## src/hdl/opp_pkg.sv

```systemverilog
package opp_pkg;

    localparam int VALUE_FRAC_BITS = 16;
    localparam int VALUE_W         = 32;
    localparam int MIN_GAP_W       = 16;
    localparam int RATE_W          = 7;

    localparam logic [VALUE_W-1:0] ONE_FIXED  = VALUE_W'(64'd1 << VALUE_FRAC_BITS);
    localparam logic [VALUE_W-1:0] PEAK_RESET =
        VALUE_W'(((64'd1 << VALUE_FRAC_BITS) + 64'd50) / 64'd100);

    localparam logic [MIN_GAP_W-1:0] MIN_GAP_RESET     = 16'd12;
    localparam logic [RATE_W-1:0]    FOLLOW_RATE_RESET = 7'd6;
    localparam logic [RATE_W-1:0]    RATE_MAX          = 7'd100;

    // configuration port
    localparam int CFG_INDEX_W = 8;
    localparam int CFG_DATA_W  = 16;
    localparam logic [CFG_INDEX_W-1:0] CFG_MIN_GAP     = 8'd0;
    localparam logic [CFG_INDEX_W-1:0] CFG_FOLLOW_RATE = 8'd1;

    // update arithmetic, all exact integer
    // each dividend keeps 32 bits above the width of its divisor
    localparam int          ACC_W          = 52;
    localparam int          FOL_ACC_W      = VALUE_W + 7;
    localparam int          DIV_STEPS      = 3;
    localparam int unsigned AVG_GAIN       = 998001;
    localparam int unsigned DATA_GAIN      = 1000;
    localparam int unsigned AVG_ROUND      = 500000;
    localparam int unsigned AVG_DIVISOR    = 1000000;
    localparam int unsigned FOLLOW_ROUND   = 50;
    localparam int unsigned FOLLOW_DIVISOR = 100;

    localparam int QUEUE_DEPTH_DEF = 4;

    typedef struct packed {
        logic [VALUE_W-1:0] value;
        logic [VALUE_W-1:0] hop;
        logic [VALUE_W-1:0] peak;
    } t_hop_item;

    typedef struct packed {
        logic [MIN_GAP_W-1:0] min_gap;
        logic [RATE_W-1:0]    follow_rate;
    } t_cfg;

    typedef struct packed {
        logic               onset;
        logic [VALUE_W-1:0] hop;
        logic [VALUE_W-1:0] follower;
        logic [VALUE_W-1:0] peak;
    } t_result;

    typedef struct packed {
        logic idle;
        logic done;
        logic onset_seen;
    } t_back_status;

    typedef enum logic [1:0] {
        ST_IDLE,
        ST_DIV,
        ST_DONE
    } t_back_state;

endpackage

```

## src/hdl/opp_front.sv

```systemverilog
module opp_front
    import opp_pkg::*;
(
    input  logic               i_clk,
    input  logic               i_rst_n,
    input  logic               i_enable,
    input  logic               i_valid,
    output logic               o_ready,
    input  logic [VALUE_W-1:0] i_value,
    input  logic               i_room,
    output logic               o_push,
    output t_hop_item          o_item
);

    logic [VALUE_W-1:0] r_hop, n_hop;
    logic [VALUE_W-1:0] r_peak, n_peak;
    logic               accept;

    assign o_ready = i_enable && i_room;
    assign accept  = i_valid && o_ready;

    // hop numbering and the running peak depend on the input alone
    always_comb begin
        n_hop  = r_hop;
        n_peak = r_peak;
        if (accept) begin
            n_hop = r_hop + VALUE_W'(1);
            if (i_value > r_peak) begin
                n_peak = i_value;
            end
        end
    end

    assign o_push       = accept;
    assign o_item.value = i_value;
    assign o_item.hop   = r_hop;
    assign o_item.peak  = (i_value > r_peak) ? i_value : r_peak;

    always_ff @(posedge i_clk) begin
        if (!i_rst_n) begin
            r_hop  <= '0;
            r_peak <= PEAK_RESET;
        end else begin
            r_hop  <= n_hop;
            r_peak <= n_peak;
        end
    end

endmodule

```

## config.mk

```make
export PLATFORM = sky130hd
export DESIGN_NAME = opp_front
export DESIGN_NICKNAME = d
export VERILOG_FILES = /design/src/hdl/opp_pkg.sv /design/src/hdl/opp_front.sv
export SDC_FILE = /design/constraint.sdc
export NUM_CORES = 1
export LEC_CHECK = 0
export BUFFER_PORTS_ARGS = -buffer_cell sky130_fd_sc_hd__buf_2
export CORE_UTILIZATION = 45
export CTS_CLUSTER_SIZE = 25
export DETAILED_ROUTE_END_ITERATION = 8
export GPL_ROUTABILITY_DRIVEN = 0
export PLACE_DENSITY = 0.8
export SLEW_MARGIN = 30
export SYNTH_ARGS = -nofsm -noshare
export SYNTH_HDL_FRONTEND = slang
export SYNTH_SLANG_ARGS = --single-unit
```

## constraint.sdc

```tcl
create_clock -name i_clk -period 5.55 [get_ports i_clk]
set_input_delay 0.8325 -clock i_clk [delete_from_list [all_inputs] [get_ports i_clk]]
set_output_delay 0.8325 -clock i_clk [all_outputs]
set_load 0.03 [all_outputs]
```

==> results_dict.tcl <==
set metrics [dict create \
    slew_headroom 0.432 \
    fin_skew_ns 0.00968 \
    async_flop_share 0 \
    grt_use_total 0.192 \
    grt.overflow.total 0 \
    ys_ff_latch 64 \
    first_global_vias 3444 \
    grt_max_degree 100 \
    die_x_um 99.7 \
    r2r-end "r_peak[12]" \
    fin_setup_tns_ns 0 \
    cp-end-kind "output pin" \
    hold_depth 2 \
    required_ns 4.72 \
    grt_pass1_wl_um 15400 \
    die-height_um 99.7 \
    clock_path_buffers 2 \
    core_area_sq_um 9240 \
    cts_tree "built" \
    clk_pin_slew_ns 0.07 \
    nFillCells 815 \
    clk-insertion-delay-late_ns 0.34 \
    ys_seq_area_frac 0.298 \
    r2r_slack_ns 2.44 \
    reg2regPathDepth 10 \
    drt-vias-per-instance 5.01 \
    cts_setup_buffers 0 \
    cts.sinks 64 \
    critPathLaunchType "primary input" \
    port_buffers 134 \
    route.detailed.drc 0 \
    synth_area_sq_um 4300 \
    wirelength_um 9420 \
    final_util 0.543 \
    vdd_drop_max_uv 152 \
    path_max_fanout 21 \
    fin_cells 719 \
    final_common_cell "buf_2" \
    vias 3602 \
    hold_start "r_peak[8]" \
    max_freq_mhz 221 \
    holdPathEnd "r_peak[8]" \
    drt_iter0_markers 75 \
    hold_buffers 0 \
    setup_ws_ns 1.02 \
    worstMarginPinSlew_ns 0.852 \
    final_cell_mix "134 x buf_2, 71 x nand2_1, 64 x dfxtp_1, 37 x inv_1, 33 x ha_1" \
    rows 35 \
    r2r-start "r_peak[30]" \
    p_leak_nw 2.44 \
    drv_slew 0 \
    dp_hpwl_um 7120 \
    setup_viol 0 \
    wl_per_cell_um 13.1 \
    ys_types 41 \
    rsz0062_at_grt "false" \
    dp_cells 703 \
    n_antenna_cell 0 \
    cts_resized 0 \
    fin_nets 655 \
    synth_ff_type "dfxtp_1" \
    io_pins 135 \
    final_hold_viol_count 0 \
    syn-num-nets 557 \
    pre_cts_slack_ns 1.04 \
    worst_hold_path_type "reg -> reg" \
    post-route-min-period_ns 4.53 \
    antenna_found_initial 0 \
    synth_warnings 0 \
    root_buffer "clkbuf_8" \
    cts_made_buffers 9 \
    synth_area_per_cell_sq_um 8.82 \
    first_pass_iters 4 \
    critPathKind "in -> out" \
    status "finished, final reports clean" \
    cts.htree.levels 3 \
    worstPathArrival_ns 3.69 \
    drive_above_1_share 0.324 \
    postSynthCellCount 487 \
    ant_nets 0 \
    powerDensity_nw_per_um2 228 \
    finalCritPeriodShare 0.815 \
    synth_edf_count 0 \
    cap_violations 0 \
    dieArea_sq_um 9940 \
    initial_core_util 0.465 \
    syn_to_final_growth_pct 16.9 \
]
## power breakdown
group	total [mW]	internal, mW	leakage (nW)	switching, mW
registers	0.473	0.467	0.517	0.00604
clock network	0.417	0.230	0.101	0.186
logic	0.255	0.0929	1.82	0.162
## kinds of logic (layout without fill, tap and decap cells)
family | Yosys count | count (layout) | share of synthesized area
mux | 64 | 64 | 0.159
simple gates | 171 | 171 | 0.212
flops | 64 | 64 | 0.298
xor+xnor | 23 | 23 | 0.0469
buf+inv | 88 | 191 | 0.117
compound gates | 44 | 44 | 0.0705
fa+ha+maj | 33 | 33 | 0.0961
## sequential cells by signal (all words and copies together) (netlist names)
| register | cells |
|---|---|
| r_hop | 32 |
| r_peak | 32 |
## how the worst max path moves through the flow
stage | start | endpoint | cells after the start
4_1_cts | i_value[30] | o_item[30] | 10
5_1_grt | i_value[30] | o_item[30] | 10
2_1_floorplan | i_value[1] | o_item[0] | 8
6_report | i_value[1] | o_item[30] | 10
3_3_place_gp | i_value[1] | o_item[14] | 10
3_5_place_dp | i_value[1] | o_item[30] | 10
## through the flow
step	hold WS, ns	total power, mW	cell area, sq um
6_report	0.479	1.14	5020
5_1_grt	0.503	1.20	5020
3_5_place_dp	0.473	0.738	4810
2_1_floorplan	0.448	0.682	4300
4_1_cts	0.482	1.16	5020
3_3_place_gp	0.457	0.729	4790
## synth_stat cells (2+ instances only)
cell type / n / area (sq um)
a211oi_1: 4 / 30.0
a21boi_0: 5 / 37.5
a21o_1: 2 / 15.0
a21oi_1: 12 / 60.1
and2_1: 22 / 138
and3_1: 5 / 31.3
and4_1: 3 / 26.3
buf_4: 32 / 240
buf_6: 7 / 78.8
clkbuf_1: 11 / 41.3
dfxtp_1: 64 / 1280
ha_1: 33 / 413
inv_1: 37 / 139
mux2_2: 31 / 349
mux2i_1: 32 / 320
nand2_1: 71 / 267
nand2b_1: 3 / 18.8
nand3_1: 14 / 70.1
nand4_1: 16 / 100
nor2_1: 7 / 26.3
nor2b_1: 16 / 100
nor4_4: 2 / 42.5
o211ai_1: 4 / 30.0
o21ai_0: 9 / 45.0
o31ai_1: 3 / 22.5
or3_1: 5 / 31.3
or4_1: 2 / 15.0
xnor2_1: 19 / 166
xor2_1: 4 / 35.0
## critical path, cell delays in order
cell,delay [ns]
buf_2,0.12
ha_1,0.30
nor2b_1,0.14
o211ai_1,0.16
a2111oi_0,0.11
or4_1,0.63
a21oi_4,0.43
buf_4,0.38
mux2_2,0.38
buf_2,0.19
## metal layers
layer	wire length, um	track usage
met1	4150	0.238
met2	4650	0.323
met3	372	0.0337
met4	244	0.0871
met5	0	0
## final cells by class
| class | count | area (sq um) | share of cell area |
|---|---|---|---|
| Clock buffer | 11 | 151 | 0.0302 |
| Clock inverter | 5 | 55.1 | 0.0110 |
| Inverter | 37 | 139 | 0.0277 |
| Multi-Input combinational cell | 335 | 2510 | 0.500 |
| Sequential cell | 64 | 1280 | 0.255 |
| Tap cell | 129 | 161 | 0.0321 |
| Timing Repair Buffer | 138 | 721 | 0.144 |
Power figures use the tool's default switching activity.
