[src/hdl/opp_pkg.sv]
package opp_pkg;

    localparam int VALUE_FRAC_BITS = 16;
    localparam int VALUE_W         = 32;
    localparam int MIN_GAP_W       = 16;
    localparam int RATE_W          = 7;

    localparam logic [VALUE_W-1:0] ONE_FIXED  = VALUE_W'(64'd1 << VALUE_FRAC_BITS);
    localparam logic [VALUE_W-1:0] PEAK_RESET =
        VALUE_W'(((64'd1 << VALUE_FRAC_BITS) + 64'd50) / 64'd100);

    localparam logic [MIN_GAP_W-1:0] MIN_GAP_RESET     = 16'd12;
    localparam logic [RATE_W-1:0]    FOLLOW_RATE_RESET = 7'd6;
    localparam logic [RATE_W-1:0]    RATE_MAX          = 7'd100;

    // configuration port
    localparam int CFG_INDEX_W = 8;
    localparam int CFG_DATA_W  = 16;
    localparam logic [CFG_INDEX_W-1:0] CFG_MIN_GAP     = 8'd0;
    localparam logic [CFG_INDEX_W-1:0] CFG_FOLLOW_RATE = 8'd1;

    // update arithmetic, all exact integer
    // each dividend keeps 32 bits above the width of its divisor
    localparam int          ACC_W          = 52;
    localparam int          FOL_ACC_W      = VALUE_W + 7;
    localparam int          DIV_STEPS      = 3;
    localparam int unsigned AVG_GAIN       = 998001;
    localparam int unsigned DATA_GAIN      = 1000;
    localparam int unsigned AVG_ROUND      = 500000;
    localparam int unsigned AVG_DIVISOR    = 1000000;
    localparam int unsigned FOLLOW_ROUND   = 50;
    localparam int unsigned FOLLOW_DIVISOR = 100;

    localparam int QUEUE_DEPTH_DEF = 4;

    typedef struct packed {
        logic [VALUE_W-1:0] value;
        logic [VALUE_W-1:0] hop;
        logic [VALUE_W-1:0] peak;
    } t_hop_item;

    typedef struct packed {
        logic [MIN_GAP_W-1:0] min_gap;
        logic [RATE_W-1:0]    follow_rate;
    } t_cfg;

    typedef struct packed {
        logic               onset;
        logic [VALUE_W-1:0] hop;
        logic [VALUE_W-1:0] follower;
        logic [VALUE_W-1:0] peak;
    } t_result;

    typedef struct packed {
        logic idle;
        logic done;
        logic onset_seen;
    } t_back_status;

    typedef enum logic [1:0] {
        ST_IDLE,
        ST_DIV,
        ST_DONE
    } t_back_state;

endpackage

[src/hdl/opp_queue.sv]
module opp_queue
    import opp_pkg::*;
#(
    parameter int DEPTH = QUEUE_DEPTH_DEF
) (
    input  logic      i_clk,
    input  logic      i_rst_n,
    input  logic      i_push,
    input  t_hop_item i_item,
    output logic      o_room,
    output logic      o_valid,
    output t_hop_item o_item,
    input  logic      i_pop
);

    localparam int PTR_W = (DEPTH > 1) ? $clog2(DEPTH) : 1;
    localparam int CNT_W = $clog2(DEPTH + 1);

    t_hop_item        r_mem [DEPTH];
    logic [PTR_W-1:0] r_wr, n_wr;
    logic [PTR_W-1:0] r_rd, n_rd;
    logic [CNT_W-1:0] r_cnt, n_cnt;
    logic             do_push, do_pop;

    assign o_room  = (r_cnt != CNT_W'(DEPTH));
    assign o_valid = (r_cnt != '0);
    assign o_item  = r_mem[r_rd];
    assign do_push = i_push && o_room;
    assign do_pop  = i_pop && o_valid;

    always_comb begin
        n_wr  = r_wr;
        n_rd  = r_rd;
        n_cnt = r_cnt;
        if (do_push) begin
            n_wr = (r_wr == PTR_W'(DEPTH - 1)) ? '0 : r_wr + PTR_W'(1);
        end
        if (do_pop) begin
            n_rd = (r_rd == PTR_W'(DEPTH - 1)) ? '0 : r_rd + PTR_W'(1);
        end
        if (do_push && !do_pop) begin
            n_cnt = r_cnt + CNT_W'(1);
        end else if (do_pop && !do_push) begin
            n_cnt = r_cnt - CNT_W'(1);
        end
    end

    always_ff @(posedge i_clk) begin
        if (do_push) begin
            r_mem[r_wr] <= i_item;
        end
    end

    always_ff @(posedge i_clk) begin
        if (!i_rst_n) begin
            r_wr  <= '0;
            r_rd  <= '0;
            r_cnt <= '0;
        end else begin
            r_wr  <= n_wr;
            r_rd  <= n_rd;
            r_cnt <= n_cnt;
        end
    end

endmodule

[config.mk]
export PLATFORM = sky130hd
export DESIGN_NAME = opp_queue
export DESIGN_NICKNAME = d
export VERILOG_FILES = /design/src/hdl/opp_pkg.sv /design/src/hdl/opp_queue.sv
export SDC_FILE = /design/constraint.sdc
export NUM_CORES = 1
export LEC_CHECK = 0
export ABC_AREA = 0
export BUFFER_PORTS_ARGS = -buffer_cell sky130_fd_sc_hd__buf_4
export CAP_MARGIN = 20
export CORE_ASPECT_RATIO = 1.75
export CORE_MARGIN = 5
export CORE_UTILIZATION = 57
export DETAILED_ROUTE_END_ITERATION = 6
export PLACE_DENSITY = 0.79
export SLEW_MARGIN = 20
export SYNTH_ARGS = -nofsm -noshare
export SYNTH_HDL_FRONTEND = slang
export SYNTH_SLANG_ARGS = --single-unit
[constraint.sdc]
create_clock -name i_clk -period 2.55 [get_ports i_clk]
set_input_delay 0.765 -clock i_clk [delete_from_list [all_inputs] [get_ports i_clk]]
set_output_delay 0.765 -clock i_clk [all_outputs]
set_load 0.02 [all_outputs]
==> results of run 1 <==
==> cell usage after synthesis (all sizes together) <==
cell type / number
edfxtp: 384
mux4: 96
buf: 18
dfxtp: 9
clkbuf: 6
ha: 6
nand2: 5
and3: 4
o21ai: 4
inv: 3
and2: 2
mux2i: 2
nand3: 2
nor2: 2
or3: 2
a21boi: 1
fa: 1
nand4: 1
nor2b: 1
o31ai: 1
or3b: 1
xnor2: 1
xor2: 1
==> power groups by stage <==
stage               logic, µW  registers, µW  clock network (µW)
floorplan                2840           8090                   0
global placement         4590           8100                   0
detailed placement       4690           8170                   0
finish                   5570           8040                5180
CTS                      5060           8040                5250
global route             5870           8080                5570
==> flip-flops by register name (all words and copies together), names as in the netlist, named ones only <==
register / cells
r_cnt: 3
r_wr: 2
r_mem: 384
r_rd: 2
==> what timing repair did <==
action / 4_1_cts / 5_1_grt
hold endpoints to repair: 0 / 0
endpoints found under the setup margin: 95 / 97
setup buffers: 4 / 5
pin swaps: 0 / 0
cloned: 1 / 9
resized for setup: 48 / 49
==> final cells by class <==
cell class              instances  area [µm²]  share of cell area
clock buffers                  43         948              0.0519
repair buffers                239        2550               0.139
diodes                          4        10.0            0.000548
inverters                       3        11.3            0.000616
flip-flops and latches        393       11700               0.641
well taps                     312         390              0.0214
clock inverters                16         184              0.0101
multi-input cells             133        2460               0.135
==> routing by layer <==
metal | global-route usage | wire [µm] | up-vias
met3 | 0.0551 | 1770 | 46
met4 | 0.0843 | 768 | 2
met1 | 0.227 | 10100 | 3494
li1 | - | - | 2879
met5 | 0 | 13 | -
met2 | 0.373 | 17100 | 219
==> critical path, stage by stage (launching register included) <==
cell	delay [ps]
dfxtp_4	440
buf_12	150
clkbuf_16	170
mux4_2	540
buf_6	160
==> kinds of logic (layout without fill, tap and decap cells) <==
family / after synthesis / in the layout / synth area share
buf+inv: 27 / 301 / 0.0117
mux: 98 / 98 / 0.152
compound gates: 6 / 6 / 0.00245
flops: 393 / 393 / 0.817
other cells: 0 / 4 / 0
simple gates: 20 / 20 / 0.00821
fa+ha+maj: 7 / 7 / 0.00664
xor+xnor: 2 / 2 / 0.00122
==> stage by stage <==
stage	TNS (ps)	cells
CTS	-17240	1126
detailed placement	0	1062
global placement	0	1062
finish	-13360	1143
floorplan	0	553
global route	-19210	1142
==> how the worst max path moves through the flow <==
| stage | startpoint | to | slack, ps | depth (start not counted) |
|---|---|---|---|---|
| 6_report | flop | o_item[67] | -190 | 4 |
| 2_1_floorplan | i_push | r_mem[2][0]$_DFFE_PP_ | 130 | 1 |
| 3_5_place_dp | i_push | r_cnt[2]$_SDFFE_PN0P_ | 30 | 8 |
| 4_1_cts | flop | o_item[76] | -240 | 3 |
| 3_3_place_gp | i_push | r_cnt[2]$_SDFFE_PN0P_ | 140 | 8 |
| 5_1_grt | flop | o_item[33] | -240 | 4 |
==> out/metrics.yaml, run 1 <==
status: "finished, violations left"
violations: "setup timing"
vias_per_cell: 5.81
areaGrowthSynthToFinish_pct: 27.6
gp_congestion: 0.750
num_vias: 6640
setup_violations: 95
maxCapViolCount: 0
synth_cell_types: 26
final_common_cell: "edfxtp_1"
crit_arrival_ps: 1970
synthTopCellsByArea: "edfxtp_1 (80%), mux4_2 (15%), dfxtp_1 (1.3%), buf_6 (0.55%), ha_1 (0.52%)"
tightestPinTransition_ps: 548
switching_share: 0.269
ys_ff_latch: 393
syn_inst: 553
regToRegEndpoint: "r_cnt[2]$_SDFFE_PN0P_"
post-route-period-util: 1.07
cts_buffer_depth: 3
syn-num-nets: 660
io_pins: 198
min_from: "i_item[2]"
core.rowCount: 76
totalWireLength_mm: 29.8
drc: 0
dr.pass1.iters: 4
whs_ps: 443
grt_pass1_wl_mm: 42.9
fin_skew_ps: 15.4
finish.net_count: 911
clk_pin_slew_ps: 60
die_w_um: 130
ys_seq_area_frac: 0.817
final_cell_mix: "edfxtp_1 (384), buf_4 (123), mux4_2 (96)"
fin_ws_ps: -186
p_per_area_nw_per_um2: 1030
crit_path_start_kind: "flop"
hold_path.class: "in -> reg"
cts-root-buf: "clkbuf_16"
fillerInstances: 1342
post_drt_wl_per_cell_um: 26.1
drive_gt1_frac: 0.475
required_ps: 1790
worst_setup_path_end_kind: "primary output"
stdcell_area_um2: 18300
clkPwrFrac: 0.276
switchingPower_uw: 5050
power_uw: 18800
antenna_found_initial: 4
hold-path-endpoint: "r_mem[1][2]$_DFFE_PP_"
comb_power_share: 0.296
clock-sinks: 393
p_leak_uw: 0.00619
rsz0062_at_grt: "true"
grtUsageTotal: 0.206
die-area_um2: 28500
path_class: "reg -> out"
maxSlewViolCount: 0
place_hpwl_mm: 18.0
cts_hold_buf: 0
cts.htree.levels: 2
intPower_uw: 13700
reg2reg_slack_ps: 250
antenna_left: 0
synth_top_area_cell: "edfxtp_1"
fin_crit_ps: 2740
pre_cts_ws_ps: 30.6
dr.first_iter.drc_count: 414
r2r_cells: 8
start_util: 0.579
grt_pass1_vias: 7451
grt_max_degree: 65
grt.overflow.total: 0
io_buffers: 197
relSlewSlack: 0.635
final_util: 0.739
crit_fanout: 8
numCtsBuffers: 34
ir_drop_uv: 978
ys_warn_count: 0
max_freq_mhz: 365
dpl_cell_area_um2: 16500
avgSynthCellArea_um2: 25.9
rr_startpoint: "r_cnt[1]$_SDFFE_PN0P_"
whs_path_depth: 1
seqPwrFrac: 0.428
cts_tree: "done"
insertion_delay_ps: 520
synth_top_area_frac: 0.805
syn_area_um2: 14300
die_y_um: 220
core_area_um2: 24700
finalHoldViolCount: 0
(Power assumes the default switching activity.)
==> run 2, diff against run 1 <==
- BUFFER_PORTS_ARGS: -buffer_cell sky130_fd_sc_hd__buf_4 -> not set
- CORE_UTILIZATION: 57 -> 65
- CTS_BUF_LIST: not set -> sky130_fd_sc_hd__clkbuf_4 sky130_fd_sc_hd__clkbuf_8
- DONT_BUFFER_PORTS: not set -> 1
- PLACE_DENSITY: 0.79 -> not set
- PLACE_DENSITY_LB_ADDON: not set -> 0.2
==> run 2 against run 1 <==
The flow still finishes with violations (setup timing). Die area shrank 12%. Power down 12%. Critical endpoint is now o_item[33]. Largest power group unchanged. Sequential power barely moved. Design area is 11% lower.
==> out/metrics.yaml, run 2 (synthesis gave the netlist of run 1 again) <==
final_cell_mix: "edfxtp_1 (384), mux4_2 (96), clkbuf_8 (54)"
antenna_found_initial: 0
crit_path_start_kind: "flop"
vias_per_cell: 6.20
finish.net_count: 722
r2r_cells: 7
worst_path_max_delay_cell: "mux4_2"
fillerInstances: 1166
cts-root-buf: "clkbuf_8"
core_area_um2: 21900
critPathMaxStageDelay_ps: 590
largest_reg_flops: 384
relSlewSlack: 0.709
maxCapViolCount: 0
clock-sinks: 393
hold_path.class: "in -> reg"
grt_max_degree: 70
setup_tns_ps: -8410
whs_ps: 293
p_per_area_nw_per_um2: 1020
whs_path_depth: 0
gp_congestion: 0.726
post-route-period-util: 1.05
fin_skew_ps: 10.3
final_common_cell: "edfxtp_1"
finalHoldViolCount: 0
die_y_um: 206
grt_pass1_wl_mm: 38.4
dr.pass1.iters: 4
grt.overflow.total: 0
top_register: "r_mem"
path_cells: "buf_12 > clkbuf_16 > mux4_2"
drc: 0
die_w_um: 122
drive_gt1_frac: 0.342
areaGrowthSynthToFinish_pct: 13.2
crit_family: "multiplexers"
io_pins: 198
multiInputGateArea_um2: 2470
cts_buffer_depth: 3
num_vias: 5899
fin_ws_ps: -128
cts.htree.levels: 2
insertion_delay_ps: 560
regArea_um2: 11700
antenna_left: 0
numCtsBuffers: 50
ir_drop_uv: 821
crit_fanout: 8
tightestPinTransition_ps: 436
rsz0062_at_grt: "true"
violations: "setup timing"
die-area_um2: 25200
totalWireLength_mm: 26.1
required_ps: 1790
setup_violations: 95
place_hpwl_mm: 16.1
worst_setup_path_end_kind: "primary output"
dr.first_iter.drc_count: 331
core.rowCount: 72
status: "finished, violations left"
grt_pass1_vias: 6388
io_buffers: 0
path_class: "reg -> out"
clk_pin_slew_ps: 70
p_leak_uw: 0.00507
crit_arrival_ps: 1910
cp.depth: 3
n_antenna_cell: 0
max_freq_mhz: 373
start_util: 0.654
grtUsageTotal: 0.209
cp.buffers_inverters: 2
reg_top3: "r_mem x384, r_cnt x3"
fin_crit_ps: 2680
maxSlewViolCount: 0
post_drt_wl_per_cell_um: 27.4
cts_tree: "done"
==> run 2: cell count changes in the layout (fill, tap and decap cells not counted), moves of 5 or more <==
cell,delta
clkbuf_16,-41
clkbuf_8,+54
clkbuf_1,-6
buf_6,-85
buf_4,-113
clkbuf_4,+22
buf_12,-5
==> run 2: layout make-up <==
class	instances	area share
Sequential cell	393	0.723
Multi-Input combinational cell	133	0.152
Clock buffer	76	0.0560
Timing Repair Buffer	34	0.0361
Tap cell	296	0.0228
Clock inverter	16	0.00926
Inverter	3	0.000695
==> run 2: final timing paths <==
check / start / end / slack, ps
setup reg to reg: r_cnt[1]$_SDFFE_PN0P_ / r_cnt[2]$_SDFFE_PN0P_ / 270
hold reg to reg: r_wr[1]$_SDFFE_PN0P_ / r_wr[1]$_SDFFE_PN0P_ / 520
hold / removal: i_item[5] / r_mem[3][5]$_DFFE_PP_ / 290
setup / recovery: flop / o_item[33] / -130
==> run 2: timing repair <==
action / in CTS / in global routing
gates cloned: 3 / 3
setup endpoints to repair: 96 / 97
resized for setup: 10 / 2
hold buffers: 0 / 0
buffers inserted: 6 / 0
==> run 2: through the flow <==
| step | instance area [µm²] | power [µW] | setup slack (ps) | std cells | util |
|---|---|---|---|---|---|
| after detailed placement | 14900 | 11800 | 110 | 847 | 0.680 |
| after floorplan | 14300 | 10900 | 129 | 553 | - |
| final | 16200 | 16600 | -128 | 951 | 0.741 |
| after global routing | 16200 | 17300 | -215 | 951 | 0.741 |
| after CTS | 16100 | 16600 | -175 | 948 | 0.737 |
| after global placement | 14900 | 11600 | 193 | 847 | 0.680 |
==> run 2: worst register-to-register path, cell delays in order, from the launching register on <==
cell and delay, ps:
dfxtp_1 370, o31ai_2 410, ha_1 270, inv_1 80, fa_1 370, xor2_1 150
or3_2 410, a21boi_0 160
==> run 2: report_power, final <==
| group | switching [µW] | internal (µW) |
|---|---|---|
| sequential | 202 | 7830 |
| combinational | 2280 | 1610 |
| clock | 2060 | 2580 |
| total | 4540 | 12000 |
==> run 2: per-layer routing <==
layer	track usage	vias to the layer above	wire length, µm
met2	0.368	223	14500
met1	0.231	3120	8440
met3	0.0830	44	2480
met5	0	-	0
met4	0.0697	0	643
li1	-	2512	-
==> run 3, diff against run 2 <==
- ABC_AREA: 0 -> 1
- CORE_UTILIZATION: 65 -> 66
==> run 3 against run 2 <==
The flow still finishes with violations (setup timing). Setup slack improved by 6.0 ps. Sequential power rose by 1%. Routed wire length rose by 57%. Global-route usage rose by 7.2 points. Synthesized cell count rose by 80%. Power rose by 28%. Cell count rose by 57%. Die area rose by 1.4%. Core utilization rose by 10 points. Via count rose by 62%. Design area rose by 15%. Critical path type unchanged. Largest power group is now combinational cells.
==> out/metrics.yaml, run 3 <==
status: "finished, violations left"
violations: "setup timing"
regArea_um2: 11700
ir_drop_uv: 846
crit_fanout: 11
wl_met1_mm: 13.6
core_area_um2: 22100
top_layer_used: "met4"
reg2reg_slack_ps: 330
synth.most_common_cell: "edfxtp_1"
synthTopCellsByArea: "edfxtp_1 (78%), nor2_1 (5.3%), o22ai_1 (4.1%), o21ai_0 (3.5%), o21ai_1 (3.1%)"
fin_ws_ps: -122
start_util: 0.669
fin_skew_ps: 16.4
synth_flop_cell: "edfxtp_1"
num_vias: 9575
insertion_delay_ps: 590
final_util: 0.843
cts.htree.levels: 2
whs_path_depth: 0
maxCapViolCount: 0
place_hpwl_mm: 17.6
p_per_area_nw_per_um2: 1140
drc: 0
synth-async-reset-ratio: 0
totalWireLength_mm: 41.1
setup_violations: 86
gp_congestion: 0.738
dr.pass1.iters: 5
worst_setup_path_end_kind: "primary output"
clk_pin_slew_ps: 80
post_drt_wl_per_cell_um: 27.5
cts_tree: "done"
r2r_cells: 8
post-route-period-util: 1.05
grt_pass1_vias: 9508
synth_cell_types: 21
numCtsBuffers: 50
antenna_left: 0
clock-sinks: 393
finalHoldViolCount: 0
synthTopCellsByCount: "edfxtp_1 (384), nor2_1 (209), o21ai_0 (103)"
grt.overflow.total: 0
final_common_cell: "edfxtp_1"
die_y_um: 208
pre_cts_ws_ps: 391
required_ps: 1790
vias_per_cell: 6.41
grt_max_degree: 55
whs_ps: 260
power_uw: 21200
n_antenna_cell: 0
synth_top_area_frac: 0.781
crit_path_start_kind: "flop"
p_leak_uw: 0.00646
grtUsageTotal: 0.281
io_pins: 198
rsz0062_at_grt: "true"
reg_top3: "r_mem x384, r_cnt x3"
grt_pass1_wl_mm: 53.6
final_cell_mix: "edfxtp_1 (384), nor2_1 (173), o21ai_1 (112)"
min_from: "i_item[95]"
regToRegEndpoint: "r_cnt[1]$_SDFFE_PN0P_"
fillerInstances: 1014
largest_reg_flops: 384
multiInputGateArea_um2: 3000
rr_startpoint: "r_cnt[1]$_SDFFE_PN0P_"
top_register: "r_mem"
fin_crit_ps: 2670
stdcell_area_um2: 18600
die-area_um2: 25600
syn_inst: 998
maxSlewViolCount: 0
tightestPinTransition_ps: 406
cts-root-buf: "clkbuf_8"
path_class: "reg -> out"
hold-path-endpoint: "r_mem[0][95]$_DFFE_PP_"
ys_ff_latch: 393
wl_met3_mm: 3.74
dpl_cell_area_um2: 15800
max_freq_mhz: 374
die_w_um: 123
io_buffers: 0
drive_gt1_frac: 0.297
synth_top_area_cell: "edfxtp_1"
ys_warn_count: 0
relSlewSlack: 0.729
wl_met2_mm: 22.0
crit_arrival_ps: 1910
dr.first_iter.drc_count: 992
hold_path.class: "in -> reg"
finish.net_count: 1267
ys_seq_area_frac: 0.793
syn_area_um2: 14800
syn-num-nets: 1105
synth-edff-count: 384
cts_buffer_depth: 3
core.rowCount: 72
areaGrowthSynthToFinish_pct: 26.0
avgSynthCellArea_um2: 14.8
antenna_found_initial: 0
[run 3: cell count changes in the layout (fill, tap and decap cells not counted), sizes merged, moves of 4 or more]
cell	delta
nor2	+207
buf	+116
o21ai	+190
nand2	+10
inv	+17
and3	-4
mux4	-96
clkinv	+4
clkbuf	+15
o22ai	+96
[run 3: how the worst max path moves through the flow]
stage	startpoint	to	cells after the start
3_3_place_gp	flop	o_item[32]	5
2_1_floorplan	i_push	r_mem[0][0]$_DFFE_PP_	2
4_1_cts	flop	o_item[1]	5
5_1_grt	flop	o_item[28]	6
6_report	flop	o_item[27]	5
3_5_place_dp	flop	o_item[79]	5
[run 3: timing repair]
| action | CTS | global route |
|---|---|---|
| cloned | 20 | 24 |
| hold buffers | 0 | 0 |
| endpoints found under the setup margin | 96 | 96 |
| gates resized for setup | 53 | 183 |
| pin swaps | 4 | 40 |
| buffers inserted | 10 | 3 |
[run 3: kinds of logic after synthesis]
logic type               synth area share
adder cells (fa/ha/maj)           0.00644
AND/OR/NAND/NOR                    0.0582
buffers and inverters              0.0352
AO/OA/AOI/OAI                       0.107
flip-flops                          0.793
[run 3: metrics by stage]
step,instances,TNS (ps)
global route,1493,-8350
detailed placement,1349,0
floorplan,998,-53990
CTS,1468,-7320
global placement,1349,0
finish,1493,-2920
[run 3: layout make-up]
type                            instances  share of cell area
Clock buffer                           73              0.0466
Clock inverter                         16             0.00504
Inverter                               17             0.00498
Multi-Input combinational cell        526               0.161
Sequential cell                       393               0.630
Tap cell                              296              0.0199
Timing Repair Buffer                  168               0.130
Timing Repair inverter                  4             0.00303
[run 3: layer usage]
layer / up-vias / GRT usage
met5: - / 0
met4: 0 / 0.123
met3: 113 / 0.0742
met2: 569 / 0.490
met1: 4797 / 0.323
li1: 4096 / -
[run 3: power breakdown]
group / internal [µW] / switching, µW
sequential: 7870 / 249
combinational: 3600 / 5060
clock: 2280 / 2160
total: 13700 / 7470
[run 3: critical path, cell delays in order, from the launching register on]
cell and delay [ps]:
dfxtp_4 400, buf_12 190, clkbuf_16 200, o21ai_0 100, o22ai_1 230, buf_4 190
